==> src/hdl/scmp_pkg.sv <==
// ----------------------------------------------------------------------------
// scmp_pkg
// Shared types and codes for the serial-commanded motor PWM core.
// ----------------------------------------------------------------------------
`default_nettype none

package scmp_pkg;

   // item kinds on the request tuser
   localparam logic [1:0] KIND_LEFT_TICK  = 2'd0;
   localparam logic [1:0] KIND_RIGHT_TICK = 2'd1;
   localparam logic [1:0] KIND_RX_BYTE    = 2'd2;

   // command bytes
   localparam logic [7:0] BYTE_STOP       = 8'h00;
   localparam logic [7:0] BYTE_FORWARD    = 8'h01;
   localparam logic [7:0] BYTE_BACK       = 8'h02;
   localparam logic [7:0] BYTE_LEFT       = 8'h03;
   localparam logic [7:0] BYTE_RIGHT      = 8'h04;
   localparam logic [7:0] BYTE_SPEED_UP   = 8'h05;
   localparam logic [7:0] BYTE_SPEED_DOWN = 8'h06;
   localparam logic [7:0] BYTE_SPEED_DEF  = 8'h07;
   localparam logic [7:0] BYTE_SPEED_FULL = 8'h08;

   // bridge pin patterns: bit0 in1 .. bit3 in4
   localparam logic [3:0] PINS_STOP    = 4'h0;
   localparam logic [3:0] PINS_FORWARD = 4'h5;
   localparam logic [3:0] PINS_BACK    = 4'hA;
   localparam logic [3:0] PINS_LEFT    = 4'h6;
   localparam logic [3:0] PINS_RIGHT   = 4'h9;

   // register indexes
   localparam logic [1:0] CSR_PWM_PERIOD   = 2'd0;
   localparam logic [1:0] CSR_DUTY_DEFAULT = 2'd1;
   localparam logic [1:0] CSR_DUTY_FULL    = 2'd2;
   localparam logic [1:0] CSR_DUTY_LIMIT   = 2'd3;

   // register reset values
   localparam logic [7:0] RST_PWM_PERIOD   = 8'd20;
   localparam logic [7:0] RST_DUTY_DEFAULT = 8'd5;
   localparam logic [7:0] RST_DUTY_FULL    = 8'd20;
   localparam logic [7:0] RST_DUTY_LIMIT   = 8'd20;

   localparam logic [7:0] DUTY_MAX = 8'hFF;

   localparam int RSP_DATA_W = 24;

   typedef struct packed {
      logic [7:0] pwm_period;
      logic [7:0] duty_default;
      logic [7:0] duty_full;
      logic [7:0] duty_limit;
   } cfg_type;

endpackage

`default_nettype wire

==> src/hdl/scmp_csr.sv <==
// ----------------------------------------------------------------------------
// scmp_csr
// Configuration register file, written through the csr channel.
// ----------------------------------------------------------------------------
`default_nettype none

module scmp_csr (
   input  wire logic              clock,
   input  wire logic              reset,
   input  wire logic              csr_valid,
   output      logic              csr_ready,
   input  wire logic [1:0]        csr_index,
   input  wire logic [7:0]        csr_data,
   output      scmp_pkg::cfg_type cfg
);

   scmp_pkg::cfg_type cfg_ff;
   scmp_pkg::cfg_type cfg_in;

   assign csr_ready = 1'b1;
   assign cfg       = cfg_ff;

   always_comb begin
      cfg_in = cfg_ff;
      if (csr_valid) begin
         unique case (csr_index)
            scmp_pkg::CSR_PWM_PERIOD:   cfg_in.pwm_period   = csr_data;
            scmp_pkg::CSR_DUTY_DEFAULT: cfg_in.duty_default = csr_data;
            scmp_pkg::CSR_DUTY_FULL:    cfg_in.duty_full    = csr_data;
            scmp_pkg::CSR_DUTY_LIMIT:   cfg_in.duty_limit   = csr_data;
            default:                    cfg_in = cfg_ff;
         endcase
      end
   end

   always_ff @(posedge clock) begin
      if (reset) begin
         cfg_ff.pwm_period   <= scmp_pkg::RST_PWM_PERIOD;
         cfg_ff.duty_default <= scmp_pkg::RST_DUTY_DEFAULT;
         cfg_ff.duty_full    <= scmp_pkg::RST_DUTY_FULL;
         cfg_ff.duty_limit   <= scmp_pkg::RST_DUTY_LIMIT;
      end else begin
         cfg_ff <= cfg_in;
      end
   end

endmodule

`default_nettype wire

==> src/hdl/scmp_cmd.sv <==
// ----------------------------------------------------------------------------
// scmp_cmd
// Command byte decoder: holds the bridge pins and the shared duty.
// ----------------------------------------------------------------------------
`default_nettype none

module scmp_cmd (
   input  wire logic              clock,
   input  wire logic              reset,
   input  wire logic              byte_take,   // accepted item is a received byte
   input  wire logic [7:0]        rx_byte,
   input  wire scmp_pkg::cfg_type cfg,
   output      logic [3:0]        pins_in,
   output      logic [7:0]        duty_ff,
   output      logic [7:0]        duty_in
);

   logic [3:0] pins_ff;

   always_comb begin
      pins_in = pins_ff;
      duty_in = duty_ff;
      if (byte_take) begin
         unique case (rx_byte)
            scmp_pkg::BYTE_STOP:    pins_in = scmp_pkg::PINS_STOP;
            scmp_pkg::BYTE_FORWARD: pins_in = scmp_pkg::PINS_FORWARD;
            scmp_pkg::BYTE_BACK:    pins_in = scmp_pkg::PINS_BACK;
            scmp_pkg::BYTE_LEFT:    pins_in = scmp_pkg::PINS_LEFT;
            scmp_pkg::BYTE_RIGHT:   pins_in = scmp_pkg::PINS_RIGHT;
            scmp_pkg::BYTE_SPEED_UP: begin
               // may reach limit+1, never wraps past the top
               if ((duty_ff <= cfg.duty_limit) && (duty_ff != scmp_pkg::DUTY_MAX))
                  duty_in = duty_ff + 8'd1;
            end
            scmp_pkg::BYTE_SPEED_DOWN: begin
               if (duty_ff != 8'd0)
                  duty_in = duty_ff - 8'd1;
            end
            scmp_pkg::BYTE_SPEED_DEF:  duty_in = cfg.duty_default;
            scmp_pkg::BYTE_SPEED_FULL: duty_in = cfg.duty_full;
            default: begin
               pins_in = pins_ff;   // echo only
            end
         endcase
      end
   end

   always_ff @(posedge clock) begin
      if (reset) begin
         pins_ff <= scmp_pkg::PINS_STOP;
         duty_ff <= scmp_pkg::RST_DUTY_DEFAULT;
      end else begin
         pins_ff <= pins_in;
         duty_ff <= duty_in;
      end
   end

endmodule

`default_nettype wire

==> src/hdl/scmp_pwm.sv <==
// ----------------------------------------------------------------------------
// scmp_pwm
// One side's tick counter and PWM level.
// ----------------------------------------------------------------------------
`default_nettype none

module scmp_pwm (
   input  wire logic       clock,
   input  wire logic       reset,
   input  wire logic       tick,
   input  wire logic [7:0] pwm_period,
   input  wire logic [7:0] duty,
   output      logic       level_in
);

   logic [7:0] count_ff;
   logic [7:0] count_in;
   logic       level_ff;
   logic [8:0] count_inc;

   assign count_inc = {1'b0, count_ff} + 9'd1;

   always_comb begin
      count_in = count_ff;
      level_in = level_ff;
      if (tick) begin
         // wraps at the period, also when the period dropped below the count
         if (count_inc >= {1'b0, pwm_period})
            count_in = 8'd0;
         else
            count_in = count_inc[7:0];
         level_in = (count_in <= duty);
      end
   end

   always_ff @(posedge clock) begin
      if (reset) begin
         count_ff <= 8'd0;
         level_ff <= 1'b0;
      end else begin
         count_ff <= count_in;
         level_ff <= level_in;
      end
   end

endmodule

`default_nettype wire

==> src/hdl/serial_command_motor_pwm_core.sv <==
// ----------------------------------------------------------------------------
// serial_command_motor_pwm_core
// Results: a result appears on rsp in the cycle after its request transfer.
// Throughput: one item per cycle; the single result register is refilled
// in the cycle it is taken, so req_tready only drops while rsp stalls.
// Reset: synchronous; registers return to their defaults, pins stopped,
// counters and levels cleared, no result pending.
// ----------------------------------------------------------------------------
`default_nettype none

module serial_command_motor_pwm_core (
   input  wire logic        clock,
   input  wire logic        reset,
   // request: tuser = cmd[1:0]; tdata = rx_byte[7:0]
   input  wire logic        req_tvalid,
   output      logic        req_tready,
   input  wire logic [7:0]  req_tdata,
   input  wire logic [1:0]  req_tuser,
   // result: tuser = echo_valid[0]
   // tdata = echo_byte[7:0], motor_pins[11:8], pwm_left[12], pwm_right[13],
   //         duty_now[21:14], zero[23:22]
   output      logic        rsp_tvalid,
   input  wire logic        rsp_tready,
   output      logic [23:0] rsp_tdata,
   output      logic [0:0]  rsp_tuser,
   // configuration write
   input  wire logic        csr_valid,
   output      logic        csr_ready,
   input  wire logic [1:0]  csr_index,
   input  wire logic [7:0]  csr_data
);

   scmp_pkg::cfg_type cfg;

   logic       req_xfer;
   logic       byte_take;
   logic       left_tick;
   logic       right_tick;
   logic [3:0] pins_in;
   logic [7:0] duty_ff;
   logic [7:0] duty_in;
   logic       left_level_in;
   logic       right_level_in;

   logic                                rsp_valid_ff;
   logic                                rsp_valid_in;
   logic [scmp_pkg::RSP_DATA_W-1:0]     rsp_data_ff;
   logic [scmp_pkg::RSP_DATA_W-1:0]     rsp_data_in;
   logic                                rsp_echo_ff;
   logic                                rsp_echo_in;

   assign req_tready = !rsp_valid_ff || rsp_tready;
   assign req_xfer   = req_tvalid && req_tready;
   assign byte_take  = req_xfer && (req_tuser == scmp_pkg::KIND_RX_BYTE);
   assign left_tick  = req_xfer && (req_tuser == scmp_pkg::KIND_LEFT_TICK);
   assign right_tick = req_xfer && (req_tuser == scmp_pkg::KIND_RIGHT_TICK);

   scmp_csr u_csr (
      .clock     (clock),
      .reset     (reset),
      .csr_valid (csr_valid),
      .csr_ready (csr_ready),
      .csr_index (csr_index),
      .csr_data  (csr_data),
      .cfg       (cfg)
   );

   scmp_cmd u_cmd (
      .clock     (clock),
      .reset     (reset),
      .byte_take (byte_take),
      .rx_byte   (req_tdata),
      .cfg       (cfg),
      .pins_in   (pins_in),
      .duty_ff   (duty_ff),
      .duty_in   (duty_in)
   );

   scmp_pwm u_pwm_left (
      .clock      (clock),
      .reset      (reset),
      .tick       (left_tick),
      .pwm_period (cfg.pwm_period),
      .duty       (duty_ff),
      .level_in   (left_level_in)
   );

   scmp_pwm u_pwm_right (
      .clock      (clock),
      .reset      (reset),
      .tick       (right_tick),
      .pwm_period (cfg.pwm_period),
      .duty       (duty_ff),
      .level_in   (right_level_in)
   );

   // result register; tick and unused kinds carry a zero echo byte
   always_comb begin
      rsp_echo_in  = byte_take;
      rsp_data_in  = {2'b00, duty_in, right_level_in, left_level_in, pins_in,
                      (byte_take ? req_tdata : 8'd0)};
      rsp_valid_in = rsp_valid_ff && !rsp_tready;
      if (req_xfer)
         rsp_valid_in = 1'b1;
   end

   always_ff @(posedge clock) begin
      if (reset) begin
         rsp_valid_ff <= 1'b0;
      end else begin
         rsp_valid_ff <= rsp_valid_in;
      end
      if (req_xfer) begin
         rsp_data_ff <= rsp_data_in;
         rsp_echo_ff <= rsp_echo_in;
      end
   end

   assign rsp_tvalid   = rsp_valid_ff;
   assign rsp_tdata    = rsp_data_ff;
   assign rsp_tuser[0] = rsp_echo_ff;

endmodule

`default_nettype wire

==> config.mk <==
export PLATFORM = sky130hd
export DESIGN_NAME = serial_command_motor_pwm_core
export DESIGN_NICKNAME = d
export VERILOG_FILES = /design/src/hdl/scmp_pkg.sv /design/src/hdl/scmp_csr.sv /design/src/hdl/scmp_cmd.sv /design/src/hdl/scmp_pwm.sv /design/src/hdl/serial_command_motor_pwm_core.sv
export SDC_FILE = /design/constraint.sdc
export NUM_CORES = 1
export LEC_CHECK = 0
export BUFFER_PORTS_ARGS = -buffer_cell sky130_fd_sc_hd__buf_2
export CAP_MARGIN = 5
export CORE_UTILIZATION = 30
export DETAILED_ROUTE_END_ITERATION = 16
export GPL_ROUTABILITY_DRIVEN = 0
export GPL_TIMING_DRIVEN = 0
export PLACE_DENSITY = 0.55
export SYNTH_ARGS = -nofsm -noshare
export SYNTH_HDL_FRONTEND = slang
export SYNTH_SLANG_ARGS = --single-unit
==> constraint.sdc <==
create_clock -name clock -period 4.08 [get_ports clock]
set_clock_uncertainty 0.1 [all_clocks]
set_input_delay 0.204 -clock clock [delete_from_list [all_inputs] [get_ports clock]]
set_output_delay 0.204 -clock clock [all_outputs]
set_load 0.03 [all_outputs]
==> impl_results.md <==
* Number of antenna violations at the first check in global routing at 0
* IO Pins at 53
* Pin count of the biggest net entering global routing at 24
* Worst setup path startpoint: u_pwm_left.count_ff[0]
* Worst hold start: csr_data[1]
* Accumulated negative setup slack at 0 ps
* DRC violation count after routing at 0
* Leakage power summed over all cells at 2.51 nW
* Core outline area at 0.0168 mm²
* Destination of the worst hold path: u_csr.cfg[9]
* Slew Limit Headroom at about a quarter
* Worst hold slack after final layout at 37.7 ps
* Post-cts hold buffer count at 0
* Buffer depth of the longest clock path at 2
* Max Clk Rate at about 250 MHz
* Kind of capture point of the worst setup path: flip-flop
* Proportion of synthesized chip area in sequential cells at 37.3%
* Buffers added on ports at 48
* Post-Layout Cell Count at 899
* Hold Path Stages at 3
* Pre-CTS worst setup slack at -282 ps
* Fraction of the core area covered by cells at the end of the flow at 36.6%
* Cell at the root of the clock tree: sky130_fd_sc_hd__clkbuf_16
* Wire length of the first global-routing pass at 22.9 mm
* Worst R2R Path Depth at 16
* Number of H-tree branching levels at 3
* Antenna Nets Post-Route at 0
* Inserted Clock Buffers at 9
* Clock Pin Slew Worst Setup and Hold Paths at 60 ps
* Number of global-route vias before repair at 4493
* Required time of the worst setup path at 4240 ps
* Remaining global-route overflow at 0
* Max-cap violations at 0
* Worst Path Class, Setup: flip-flop to flip-flop
* Number of DRC violations after detailed-routing iteration 0 at 324
* R2R Path Start: u_pwm_left.count_ff[0]
* Growth of design area from synthesis to finish at 17.7%
* Share of cells above drive strength 1 at 15.5%
* End of the worst register-to-register path: u_pwm_left.level_ff
* Worst IR drop on VDD at around 0.00019 V
* Final hold violation count at 0
* Die outline area at 0.0180 mm²
* Count of synthesis-stage warnings from yosys at 0
* Critical-path maximum fanout at 12
* Aggregate routed wire length at between 10 and 15 mm
* Antenna diodes at 0
* Category of the worst setup path launch point: flip-flop
* Wire length per cell at 16.1 µm
* Mean instance size in the synthesized netlist at approximately 8.6 µm²
* Fraction of synthesis flops using an asynchronous set or reset pin at 0%
* Number of distinct library cells after synthesis at 64
* Most used flip-flop cell after synthesis: sky130_fd_sc_hd__dfxtp_1
* Final setup vio count at 0
* Synthesized area at 0.00523 mm²
* Total placed cells including tap cells at 877
* Vias per cell at between 5 and 6
* TritonRoute pass-1 iters at 4
* Count of mapped cells out of synthesis at 608
* Number of nets in the layout at 744
* Clk Latency, worst-skew pair at 350 ps
* Final cycle utilization of the critical path at 96.7%
* Outcome: finished clean
* Synthesized flop and latch total at 86
* Slack of the worst reg-to-reg path at 140 ps
* Die X-Extent at 134 µm
* Hpwl dp at 11.1 mm
* Power Density at 310 mW/mm²
* Number of pins with negative max-slew slack in the final report at 0
* Tightest Hold Check Type: input port to flip-flop
* TritonCTS clock tree: yes
* Starting density of the core at 31.1%
* GR Util All Layers at 16.4%
* Row Count at 47
* Die H at 134 µm
* Number of synthesized flops with an enable pin at 23
* Critical Path AT at roughly 4000 ps
* Setup slack after layout at 135 ps
* Final critical path time including I/O delays and setup at 3940 ps
* Worst-margin pin slew at 1130 ps
* Number of sinks driven by the clock tree at 86
* Via count at 4714
[critical path, stage by stage (launching register included)]
cell and delay (ps):
sky130_fd_sc_hd__dfxtp_2 390, sky130_fd_sc_hd__ha_2 240, sky130_fd_sc_hd__nand3_1 170, sky130_fd_sc_hd__xor2_2 280
sky130_fd_sc_hd__inv_1 70, sky130_fd_sc_hd__ha_1 180, sky130_fd_sc_hd__a211o_1 310, sky130_fd_sc_hd__o32a_1 380
sky130_fd_sc_hd__a32o_2 340, sky130_fd_sc_hd__buf_4 170, sky130_fd_sc_hd__nor2b_1 110, sky130_fd_sc_hd__ha_1 250
sky130_fd_sc_hd__a21o_1 180, sky130_fd_sc_hd__a21o_1 170, sky130_fd_sc_hd__a21oi_1 180, sky130_fd_sc_hd__a21oi_2 90
sky130_fd_sc_hd__a211oi_1 240
[power by group]
group	internal [mW]	leakage (nW)	switching [mW]	total, mW
Clock	0.466	0.133	0.328	0.793
Combinational	0.0652	1.64	0.135	0.200
Sequential	0.903	0.737	0.0118	0.915
Total	1.43	2.51	0.474	1.91
[registers in the layout, indices dropped and copies added (netlist names)]
| register | cells |
|---|---|
| rsp_tvalid | 1 |
| u_pwm_left.level_ff | 1 |
| u_pwm_left.count_ff | 8 |
| u_pwm_right.level_ff | 1 |
| u_cmd.pins_ff | 4 |
| u_csr.cfg | 32 |
| u_cmd.duty_ff | 8 |
| rsp_tdata | 22 |
| u_pwm_right.count_ff | 8 |
| rsp_tuser | 1 |
[cell families (layout without fill, tap and decap cells)]
group,Yosys count,in the layout,share of synthesized area [%]
other,2,3,0.143
adder cells (fa/ha/maj),45,45,10.8
multiplexers,11,11,2.10
buffers and inverters,63,133,5.62
flip-flops,86,86,37.3
AND/OR/NAND/NOR,258,258,25.8
AO/OA/AOI/OAI,129,129,16.0
XOR/XNOR,14,14,2.34
[through the flow]
stage                     power (mW)  area [µm²]
final                           1.91        6160
after global routing            1.99        6160
after CTS                       1.92        6060
after detailed placement        1.13        5750
after global placement          1.12        5750
after floorplan                 1.06        5240
[worst max-delay path by stage]
stage,end,slack [ps],cells past startpoint
finish,u_pwm_left.level_ff,140,16
global route,u_pwm_left.level_ff,-40,16
CTS,u_pwm_right.level_ff,40,19
detailed placement,rsp_tdata[13],-280,18
global placement,rsp_tdata[13],-290,18
floorplan,u_pwm_right.level_ff,380,19
[final cells by class]
type,instances,area (µm²)
clock inverters,6,52.6
plain buffers,26,155
fillers,1784,10700
repair buffers,56,300
inverters,35,131
multi-input cells,460,3060
well taps,220,275
flip-flops and latches,86,1960
clock buffers,10,229
[placed cells by master, fill, tap and decap left out, drive strengths merged, types with 6 or more instances in the layout]
cell	n
a21oi	49
a22oi	7
and2	23
and3	6
buf	64
clkbuf	28
dfxtp	63
edfxtp	23
ha	45
inv	35
mux2i	11
nand2	71
nand3	35
nand4	11
nor2	45
nor2b	7
nor3	16
nor4	7
o211ai	10
o21a	9
o21ai	17
o41ai	6
or3	9
xnor2	6
xor2	8
[Yosys cell counts (all sizes together), types with 8 or more instances]
| library cell | count | share of area (%) |
|---|---|---|
| nor2 | 45 | 3.2 |
| xor2 | 8 | 1.3 |
| a21oi | 49 | 4.7 |
| ha | 45 | 11 |
| o21ai | 17 | 1.6 |
| nand2 | 71 | 5.1 |
| dfxtp | 63 | 24 |
| nand3 | 35 | 3.3 |
| nor3 | 16 | 1.5 |
| and2 | 23 | 2.8 |
| o211ai | 10 | 1.4 |
| or3 | 9 | 1.1 |
| o21a | 9 | 1.3 |
| mux2i | 11 | 2.1 |
| nand4 | 11 | 1.3 |
| buf | 8 | 1.1 |
| clkbuf | 20 | 2.0 |
| edfxtp | 23 | 13 |
| inv | 35 | 2.5 |
[what timing repair did]
action                     CTS  global route
resized for setup            7            12
gates cloned                 0             0
buffers inserted             0             8
setup endpoints to repair    4             4
pin swaps                    1             3
[metal layers]
metal	track usage, %	wire, µm	vias up
met3	2.80	602	38
met1	20.0	6320	2227
li1	-	-	2323
met5	0	0	-
met2	27.8	7020	126
met4	8.49	490	0
(Power assumes the default switching activity.)
